**src/rtl/iokb_pkg.sv**
```systemverilog
// ---------------------------------------------------------------------------
// iokb_pkg: shared types and constants of the I/O port block
// Request and response payload types, command codes, port decode constants,
// the beeper level lookup and the keyboard column mask.
// ---------------------------------------------------------------------------
package iokb_pkg;

   // Command codes of a request
   localparam logic [1:0] CMD_WRITE    = 2'd0;
   localparam logic [1:0] CMD_READ     = 2'd1;
   localparam logic [1:0] CMD_KEY_DOWN = 2'd2;
   localparam logic [1:0] CMD_KEY_UP   = 2'd3;

   // Port decoding
   localparam logic [15:0] PAGING_DECODE_MASK = 16'h8002;
   localparam logic [7:0]  PORT_KEYS          = 8'hFE;
   localparam logic [7:0]  PORT_FF            = 8'hFF;

   // Keyboard matrix
   localparam int         NUM_ROWS  = 8;
   localparam int         ROW_BITS  = 5;
   localparam logic [4:0] ROW_ALL   = 5'h1F;

   // Beeper levels
   localparam logic signed [15:0] LEVEL_BASE = 16'sd16384;
   localparam logic signed [15:0] LEVEL_STEP = 16'sd8192;

   typedef struct packed {
      logic [1:0]  cmd;
      logic [15:0] address;
      logic [7:0]  write_value;
      logic [2:0]  key_row;
      logic [2:0]  key_column;
      logic        tape_ear;
   } req_type;

   typedef struct packed {
      logic [7:0]         read_data;
      logic signed [15:0] beeper_level;
      logic               level_update;
      logic [7:0]         paging_latch;
   } rsp_type;

   // Map FE latch bits 4:3 to the audio level
   function automatic logic signed [15:0] beeper_lookup(input logic [1:0] sel);
      logic signed [15:0] level;
      unique case (sel)
         2'd0:    level = -(LEVEL_BASE + LEVEL_STEP);
         2'd1:    level = -LEVEL_BASE;
         2'd2:    level = LEVEL_BASE;
         default: level = LEVEL_BASE + LEVEL_STEP;
      endcase
      return level;
   endfunction

   // One-hot column mask; columns beyond the row width select nothing
   function automatic logic [4:0] column_mask(input logic [2:0] col);
      logic [4:0] mask;
      case (col)
         3'd0:    mask = 5'b00001;
         3'd1:    mask = 5'b00010;
         3'd2:    mask = 5'b00100;
         3'd3:    mask = 5'b01000;
         3'd4:    mask = 5'b10000;
         default: mask = 5'b00000;
      endcase
      return mask;
   endfunction

endpackage

```
**src/rtl/iokb_req_if.sv**
```systemverilog
// ---------------------------------------------------------------------------
// iokb_req_if: request channel
// Valid/ready channel carrying one bus access or key event.
// ---------------------------------------------------------------------------
interface iokb_req_if;
   logic        valid;
   logic        ready;
   logic [1:0]  cmd;
   logic [15:0] address;
   logic [7:0]  write_value;
   logic [2:0]  key_row;
   logic [2:0]  key_column;
   logic        tape_ear;

   modport source (
      output valid, cmd, address, write_value, key_row, key_column, tape_ear,
      input  ready
   );

   modport sink (
      input  valid, cmd, address, write_value, key_row, key_column, tape_ear,
      output ready
   );
endinterface

```
**src/rtl/iokb_rsp_if.sv**
```systemverilog
// ---------------------------------------------------------------------------
// iokb_rsp_if: response channel
// Valid/ready channel carrying one response per request.
// ---------------------------------------------------------------------------
interface iokb_rsp_if;
   logic               valid;
   logic               ready;
   logic [7:0]         read_data;
   logic signed [15:0] beeper_level;
   logic               level_update;
   logic [7:0]         paging_latch;

   modport source (
      output valid, read_data, beeper_level, level_update, paging_latch,
      input  ready
   );

   modport sink (
      input  valid, read_data, beeper_level, level_update, paging_latch,
      output ready
   );
endinterface

```
**src/rtl/io_port_keyboard_beeper.sv**
```systemverilog
// ---------------------------------------------------------------------------
// io_port_keyboard_beeper: home-computer I/O port block
// Port write decoding (FE, FF and paging latches), keyboard matrix reads,
// key press/release tracking and beeper level selection.
// ---------------------------------------------------------------------------
// Usage:
//   req_ch carries one request: a bus write, a bus read, a key down or a
//   key up. Each accepted request yields exactly one response on rsp_ch,
//   in order: read data (0 for non-reads), the beeper level after the
//   request, a flag set when the request wrote the FE latch, and the
//   paging latch after the request.
//   A request is captured in the request register, decoded against the
//   latches and the eight keyboard rows, and lands in the response
//   register once that register is free or being emptied. One request per
//   cycle is sustained while the receiver does not stall, through the
//   single decode stage between the request register and the response
//   register.
//   Reset (synchronous, active high) releases all keys, clears the three
//   latches and empties both registers.
//   When the receiver stalls, the response register holds; the request
//   register still takes one more request, then req_ch.ready drops until
//   the response is taken.
// ---------------------------------------------------------------------------
module io_port_keyboard_beeper (
   input logic        clock,
   input logic        reset,
   iokb_req_if.sink   req_ch,
   iokb_rsp_if.source rsp_ch
);
   import iokb_pkg::*;

   // Request register
   logic    s1_valid_ff, s1_valid_in;
   req_type s1_ff;
   logic    s1_advance;

   // Response register
   logic    rsp_valid_ff, rsp_valid_in;
   rsp_type rsp_ff, rsp_in;

   // Architectural state
   logic [ROW_BITS-1:0] key_rows_ff [NUM_ROWS];
   logic [ROW_BITS-1:0] key_rows_in [NUM_ROWS];
   logic [7:0] fe_latch_ff, fe_latch_in;
   logic [7:0] ff_latch_ff, ff_latch_in;
   logic [7:0] fd_latch_ff, fd_latch_in;

   // Decode scratch
   logic [ROW_BITS-1:0] keys;
   logic [ROW_BITS-1:0] col_mask;
   logic [ROW_BITS-1:0] row_sel;
   logic [7:0]          rdata;
   logic                updated;

   // Handshake: stage moves when the response slot is free or being emptied
   assign s1_advance   = s1_valid_ff && (!rsp_valid_ff || rsp_ch.ready);
   assign req_ch.ready = !s1_valid_ff || s1_advance;
   assign s1_valid_in  = req_ch.ready ? req_ch.valid : s1_valid_ff;
   assign rsp_valid_in = s1_advance || (rsp_valid_ff && !rsp_ch.ready);

   // Capture the request
   always_ff @(posedge clock) begin
      if (reset) begin
         s1_valid_ff <= 1'b0;
      end else begin
         s1_valid_ff <= s1_valid_in;
      end
      if (req_ch.valid && req_ch.ready) begin
         s1_ff.cmd         <= req_ch.cmd;
         s1_ff.address     <= req_ch.address;
         s1_ff.write_value <= req_ch.write_value;
         s1_ff.key_row     <= req_ch.key_row;
         s1_ff.key_column  <= req_ch.key_column;
         s1_ff.tape_ear    <= req_ch.tape_ear;
      end
   end

   // Keyboard byte: AND every row whose select bit is low
   always_comb begin
      keys = ROW_ALL;
      for (int i = 0; i < NUM_ROWS; i++) begin
         if (!s1_ff.address[8+i]) begin
            keys = keys & key_rows_ff[3'(NUM_ROWS - 1 - i)];
         end
      end
   end

   assign col_mask = column_mask(s1_ff.key_column);
   assign row_sel  = key_rows_ff[s1_ff.key_row];

   // Decode the request and compute next state
   always_comb begin
      fe_latch_in = fe_latch_ff;
      ff_latch_in = ff_latch_ff;
      fd_latch_in = fd_latch_ff;
      key_rows_in = key_rows_ff;
      rdata       = 8'd0;
      updated     = 1'b0;
      unique case (s1_ff.cmd)
         CMD_WRITE: begin
            if (s1_ff.address[0]) begin
               if ((s1_ff.address & PAGING_DECODE_MASK) == 16'd0) begin
                  fd_latch_in = s1_ff.write_value;
               end else if (s1_ff.address[7:0] == PORT_FF) begin
                  ff_latch_in = s1_ff.write_value;
               end
            end else begin
               fe_latch_in = s1_ff.write_value;
               updated     = 1'b1;
            end
         end
         CMD_READ: begin
            if (s1_ff.address[7:0] == PORT_KEYS) begin
               rdata = {1'b0, s1_ff.tape_ear, 1'b0, keys};
            end else if (s1_ff.address[7:0] == PORT_FF) begin
               rdata = ff_latch_ff;
            end
         end
         CMD_KEY_DOWN: begin
            key_rows_in[s1_ff.key_row] = row_sel & ~col_mask;
         end
         default: begin
            key_rows_in[s1_ff.key_row] = row_sel | col_mask;
         end
      endcase
      rsp_in.read_data    = rdata;
      rsp_in.beeper_level = beeper_lookup(fe_latch_in[4:3]);
      rsp_in.level_update = updated;
      rsp_in.paging_latch = fd_latch_in;
   end

   // Commit state and load the response
   always_ff @(posedge clock) begin
      if (reset) begin
         rsp_valid_ff <= 1'b0;
         fe_latch_ff  <= 8'd0;
         ff_latch_ff  <= 8'd0;
         fd_latch_ff  <= 8'd0;
         for (int r = 0; r < NUM_ROWS; r++) begin
            key_rows_ff[r] <= ROW_ALL;
         end
      end else begin
         rsp_valid_ff <= rsp_valid_in;
         if (s1_advance) begin
            fe_latch_ff <= fe_latch_in;
            ff_latch_ff <= ff_latch_in;
            fd_latch_ff <= fd_latch_in;
            key_rows_ff <= key_rows_in;
         end
      end
      if (s1_advance) begin
         rsp_ff <= rsp_in;
      end
   end

   // Drive the response channel
   assign rsp_ch.valid        = rsp_valid_ff;
   assign rsp_ch.read_data    = rsp_ff.read_data;
   assign rsp_ch.beeper_level = rsp_ff.beeper_level;
   assign rsp_ch.level_update = rsp_ff.level_update;
   assign rsp_ch.paging_latch = rsp_ff.paging_latch;

   // A request accepted while the stage is full must coincide with its drain
   assert property (@(posedge clock) disable iff (reset)
      (req_ch.valid && req_ch.ready && s1_valid_ff) |-> s1_advance)
      else $error("request accepted over an undrained stage");

   // Only a write may flag a level update
   assert property (@(posedge clock) disable iff (reset)
      (s1_advance && s1_ff.cmd != CMD_WRITE) |=> !rsp_ff.level_update)
      else $error("level update flagged for a non-write request");

   // Non-read requests return zero data
   assert property (@(posedge clock) disable iff (reset)
      (s1_advance && s1_ff.cmd != CMD_READ) |=> (rsp_ff.read_data == 8'd0))
      else $error("non-read request returned data");

   // The paging and FE latches change only when a request is committed
   assert property (@(posedge clock) disable iff (reset)
      !s1_advance |=> ($stable(fd_latch_ff) && $stable(fe_latch_ff)))
      else $error("latch changed without a committed request");

   // The response reports the paging latch as committed
   assert property (@(posedge clock) disable iff (reset)
      s1_advance |=> (rsp_ff.paging_latch == fd_latch_ff))
      else $error("response paging latch mismatch");

endmodule

```
**src/flat_wrapper.sv**
```systemverilog
// flat-port wrapper written by rule: the top's interface ports become plain ports
module io_port_keyboard_beeper_flat import iokb_pkg::*;
  (clock, reset, req_ch_valid, req_ch_cmd, req_ch_address, req_ch_write_value, req_ch_key_row, req_ch_key_column, req_ch_tape_ear, req_ch_ready, rsp_ch_valid, rsp_ch_read_data, rsp_ch_beeper_level, rsp_ch_level_update, rsp_ch_paging_latch, rsp_ch_ready);
  iokb_req_if req_ch_i ();
  iokb_rsp_if rsp_ch_i ();
  input logic clock;
  input logic reset;
  input wire logic [$bits(req_ch_i.valid)-1:0] req_ch_valid;
  input wire logic [$bits(req_ch_i.cmd)-1:0] req_ch_cmd;
  input wire logic [$bits(req_ch_i.address)-1:0] req_ch_address;
  input wire logic [$bits(req_ch_i.write_value)-1:0] req_ch_write_value;
  input wire logic [$bits(req_ch_i.key_row)-1:0] req_ch_key_row;
  input wire logic [$bits(req_ch_i.key_column)-1:0] req_ch_key_column;
  input wire logic [$bits(req_ch_i.tape_ear)-1:0] req_ch_tape_ear;
  output wire logic [$bits(req_ch_i.ready)-1:0] req_ch_ready;
  output wire logic [$bits(rsp_ch_i.valid)-1:0] rsp_ch_valid;
  output wire logic [$bits(rsp_ch_i.read_data)-1:0] rsp_ch_read_data;
  output wire logic [$bits(rsp_ch_i.beeper_level)-1:0] rsp_ch_beeper_level;
  output wire logic [$bits(rsp_ch_i.level_update)-1:0] rsp_ch_level_update;
  output wire logic [$bits(rsp_ch_i.paging_latch)-1:0] rsp_ch_paging_latch;
  input wire logic [$bits(rsp_ch_i.ready)-1:0] rsp_ch_ready;
  assign req_ch_i.valid = req_ch_valid;
  assign req_ch_i.cmd = req_ch_cmd;
  assign req_ch_i.address = req_ch_address;
  assign req_ch_i.write_value = req_ch_write_value;
  assign req_ch_i.key_row = req_ch_key_row;
  assign req_ch_i.key_column = req_ch_key_column;
  assign req_ch_i.tape_ear = req_ch_tape_ear;
  assign req_ch_ready = req_ch_i.ready;
  assign rsp_ch_valid = rsp_ch_i.valid;
  assign rsp_ch_read_data = rsp_ch_i.read_data;
  assign rsp_ch_beeper_level = rsp_ch_i.beeper_level;
  assign rsp_ch_level_update = rsp_ch_i.level_update;
  assign rsp_ch_paging_latch = rsp_ch_i.paging_latch;
  assign rsp_ch_i.ready = rsp_ch_ready;
  io_port_keyboard_beeper u_core (.clock(clock), .reset(reset), .req_ch(req_ch_i), .rsp_ch(rsp_ch_i));
endmodule
```
**config.mk**
```make
export PLATFORM = sky130hd
export DESIGN_NAME = io_port_keyboard_beeper_flat
export DESIGN_NICKNAME = d
export VERILOG_FILES = /design/src/rtl/iokb_pkg.sv /design/src/rtl/iokb_req_if.sv /design/src/rtl/iokb_rsp_if.sv /design/src/rtl/io_port_keyboard_beeper.sv /design/src/flat_wrapper.sv
export SDC_FILE = /design/constraint.sdc
export NUM_CORES = 1
export LEC_CHECK = 0
export ABC_AREA = 1
export CAP_MARGIN = 15
export CORE_MARGIN = 5
export CORE_UTILIZATION = 40
export CTS_CLUSTER_DIAMETER = 60
export DETAILED_ROUTE_END_ITERATION = 8
export DONT_BUFFER_PORTS = 1
export GPL_ROUTABILITY_DRIVEN = 0
export PLACE_DENSITY = 0.51
export SYNTH_ARGS = -nofsm -noshare
export SYNTH_HDL_FRONTEND = slang
export SYNTH_SLANG_ARGS = --single-unit
```
**constraint.sdc**
```tcl
create_clock -name clock -period 4.3 [get_ports clock]
set_input_delay 0.645 -clock clock [delete_from_list [all_inputs] [get_ports clock]]
set_output_delay 0.645 -clock clock [all_outputs]
set_load 0.05 [all_outputs]
```
==> summary.txt <==
Outcome = complete, no violations
Root Driver = clkbuf_16
Peak VDD IR = 0.323 mV
Main synth FF type = dfxtp_1
Clock latency on the worst-skew pair = 360 ps
Post-DP HPWL = 7560 µm
Synthesized-area fraction occupied by adder cells = 0.760%
Fraction of layout cells with a size suffix above 1 = 7.79%
Async set-reset flop share out of synthesis = 0%
Routed wire length = 11000 µm
Antenna violations before repair = 1
Crit path kind = reg2reg
Post-synth EDFFs = 52
Maximum clock path buffer count = 2
Slowest-stage cell, CP = dfxtp_1
Hold Crit Class = in2reg
Clock sink count = 112
First-pass GRT wire length = 17400 µm
Register bit total from synthesis = 112
Post-DRT Antenna Nets = 0
Top-count cell post-synth = nand2_1
Cell taking the most area after synthesis = edfxtp_1
Die Wd = 121 µm
Synth top cells by count = nand2_1 (159), dfxtp_1 (60), inv_1 (54)
Top-area cell type share of the netlist area = 31.6%
Worst Path Arrival = 2370 ps
Gates resized, CTS repair = 0
Origin of the worst setup path = u_core.rsp_ch.valid
Mapped Area = 4940 µm²
DRC violations left = 0
Synth Instances = 575
Synth top area cells = edfxtp_1 (32%), dfxtp_1 (24%), nand2_1 (12%)
Setup-failing EPs final = 0
Hold violation total from the final report = 0
Vias in the first global route = 3306
Num CTS Buffers = 9
IO Pins = 72
Fmax = 442 MHz
Total Nets Final = 613
Setup_tns = 0 ps
Largest family of logic cells by synthesized area = simple AND/OR/NAND/NOR gates
GR Util All Layers = 15.5%
R2r endpoint = u_core.s1_ff[5]
Compound-Gate Fraction of Synth Area = 9.93%
Largest net degree at the start of global routing = 61
Tmin final = 2260 ps
Worst reg2reg setup slack = 2040 ps
Die Span Y = 121 µm
Clk slew on worst S/H paths = 80 ps
Syn. warnings = 0
Tcrit/Tclk final = 52.6%
Worst-margin pin slew = 808 ps
Worst rel slew slack = 46.2%
Reg-to-Reg Start = u_core.rsp_ch.valid
Synth Area in Simple Gates = 25.5%
Grt total ovfl = 0
H-tree depth = 3
Number of fillers in the final layout = 1201
Area Growth Syn to Fin = 8.05%
Core box area = 12100 µm²
Worst Setup End Kind = register
IO buf count = 0
R2R depth = 4
Yosys cell types = 32
Critical Path End = u_core.s1_ff[5]
Pleak = 2.21 nW
Max-cap viol count = 0
Worst hold path depth = 1
Cell Chain, Critical Path = nand3_1 -> nand2_1 -> inv_1 -> buf_16
WL/cell = 14.7 µm
CTS Hold Bufs = 0
Via density = 4.91
Post-synthesis mux area share = 0%
CP max stage delay = 670 ps
Max-slew violation count = 0
Starting Density = 41.0%
Die area = 14700 µm²
Syn Area/Cell = 8.59 µm²
Startpoint types = register
RSZ-0062 raised after global routing = false
Row count = 40
Crit path max fanout = 22
Clock skew = 14.2 ps
Power Density = 408 nW/µm²
TritonCTS clock tree = done
Register area share after synthesis = 55.9%
Tot Pwr = 2.18 mW
TritonRoute pass-1 iters = 4
Worst EP required = 4410 ps
Post-Synth XOR/XNOR Area = 0%
DRT iter0 DRCs = 308
Setup Fix Bufs, Post-CTS = 0
Vias = 3669
## cells by family (layout without fill, tap and decap cells)
kind of cell	after synthesis	in the layout
buffers and inverters	87	78
AOI/OAI and AO/OA	89	89
DFF	112	112
and+or+nand+nor	283	283
adders and majority gates	3	3
other	1	14
## through the flow
step           hold slack [ps]  std cells  util [%]  area [µm²]  setup WS (ps)
6_report                   373        747      44.3        5340           2040
5_1_grt                    359        747      44.3        5340           1870
4_1_cts                    353        745      44.0        5310           1820
3_5_place_dp               446        729      41.8        5040           1740
3_3_place_gp               443        729      41.8        5040           1770
2_1_floorplan              434        587         -        4980           2040
## worst max-delay path, delay by kind of cell (launching register included)
| family | cells | cell delay (ps) |
|---|---|---|
| DFF | 1 | 670 |
| and+or+nand+nor | 2 | 810 |
| buffers and inverters | 2 | 530 |
## final cells by class
| class | instances | area [µm²] | area share, % |
|---|---|---|---|
| inverters | 61 | 229 | 4.29 |
| multi-input cells | 388 | 1830 | 34.4 |
| clock buffers | 11 | 233 | 4.36 |
| diodes | 1 | 2.50 | 0.0469 |
| flip-flops and latches | 112 | 2760 | 51.8 |
| repair buffers | 1 | 27.5 | 0.516 |
| clock inverters | 5 | 38.8 | 0.727 |
| well taps | 168 | 210 | 3.94 |
## cell usage in the layout, fill, tap and decap left out, drive strengths merged
cell type	synthesis	final
a211oi	2	2
a21oi	53	53
buf	18	1
clkbuf	8	11
clkinv	2	3
clkinvlp	0	1
conb	1	13
dfxtp	60	60
diode	0	1
edfxtp	52	52
ha	3	3
inv	59	62
nand2	166	166
nand3	47	47
nand4	3	3
nor2	57	57
nor3	8	8
o21a	2	2
o21ai	26	26
o21bai	1	1
o22ai	5	5
or2	2	2
## report_power, final
| part | internal, mW | switching, mW | leakage [nW] | total (mW) |
|---|---|---|---|---|
| Combinational | 0.0421 | 0.126 | 1.09 | 0.168 |
| Clock | 0.399 | 0.383 | 0.131 | 0.782 |
| Sequential | 1.16 | 0.0660 | 0.988 | 1.23 |
| Total | 1.60 | 0.575 | 2.21 | 2.18 |
## layer usage
metal,share of wire (%),vias to the layer above,global-route usage (%)
met3,6.6,10,3.73
met1,50,1674,23.3
met4,1.3,0,5.67
met5,0,-,0
met2,42,124,21.3
li1,-,1861,-
## how the worst min path moves through the flow
stage	from	endpoint	slack, ps
3_3_place_gp	u_core.key_rows_ff[2]	u_core.key_rows_ff[2]	440
4_1_cts	reset	u_core.ff_latch_ff[7]	350
2_1_floorplan	u_core.key_rows_ff[7]	u_core.key_rows_ff[7]	430
6_report	reset	u_core.ff_latch_ff[5]	370
5_1_grt	req_ch_address[6]	u_core.s1_ff[21]	360
3_5_place_dp	u_core.key_rows_ff[1]	u_core.key_rows_ff[1]	450
## state kept, by name, indices dropped and copies added (netlist names), 2 cells and up
register	flops
u_core.rsp_ch.read_data	8
u_core.s1_ff	32
u_core.key_rows_ff	40
u_core.ff_latch_ff	8
u_core.fe_latch_ff	2
u_core.rsp_ch.paging_latch	8
u_core.rsp_ch.beeper_level	3
u_core.fd_latch_ff	8
Note: power is estimated with default switching activity, not from simulation.
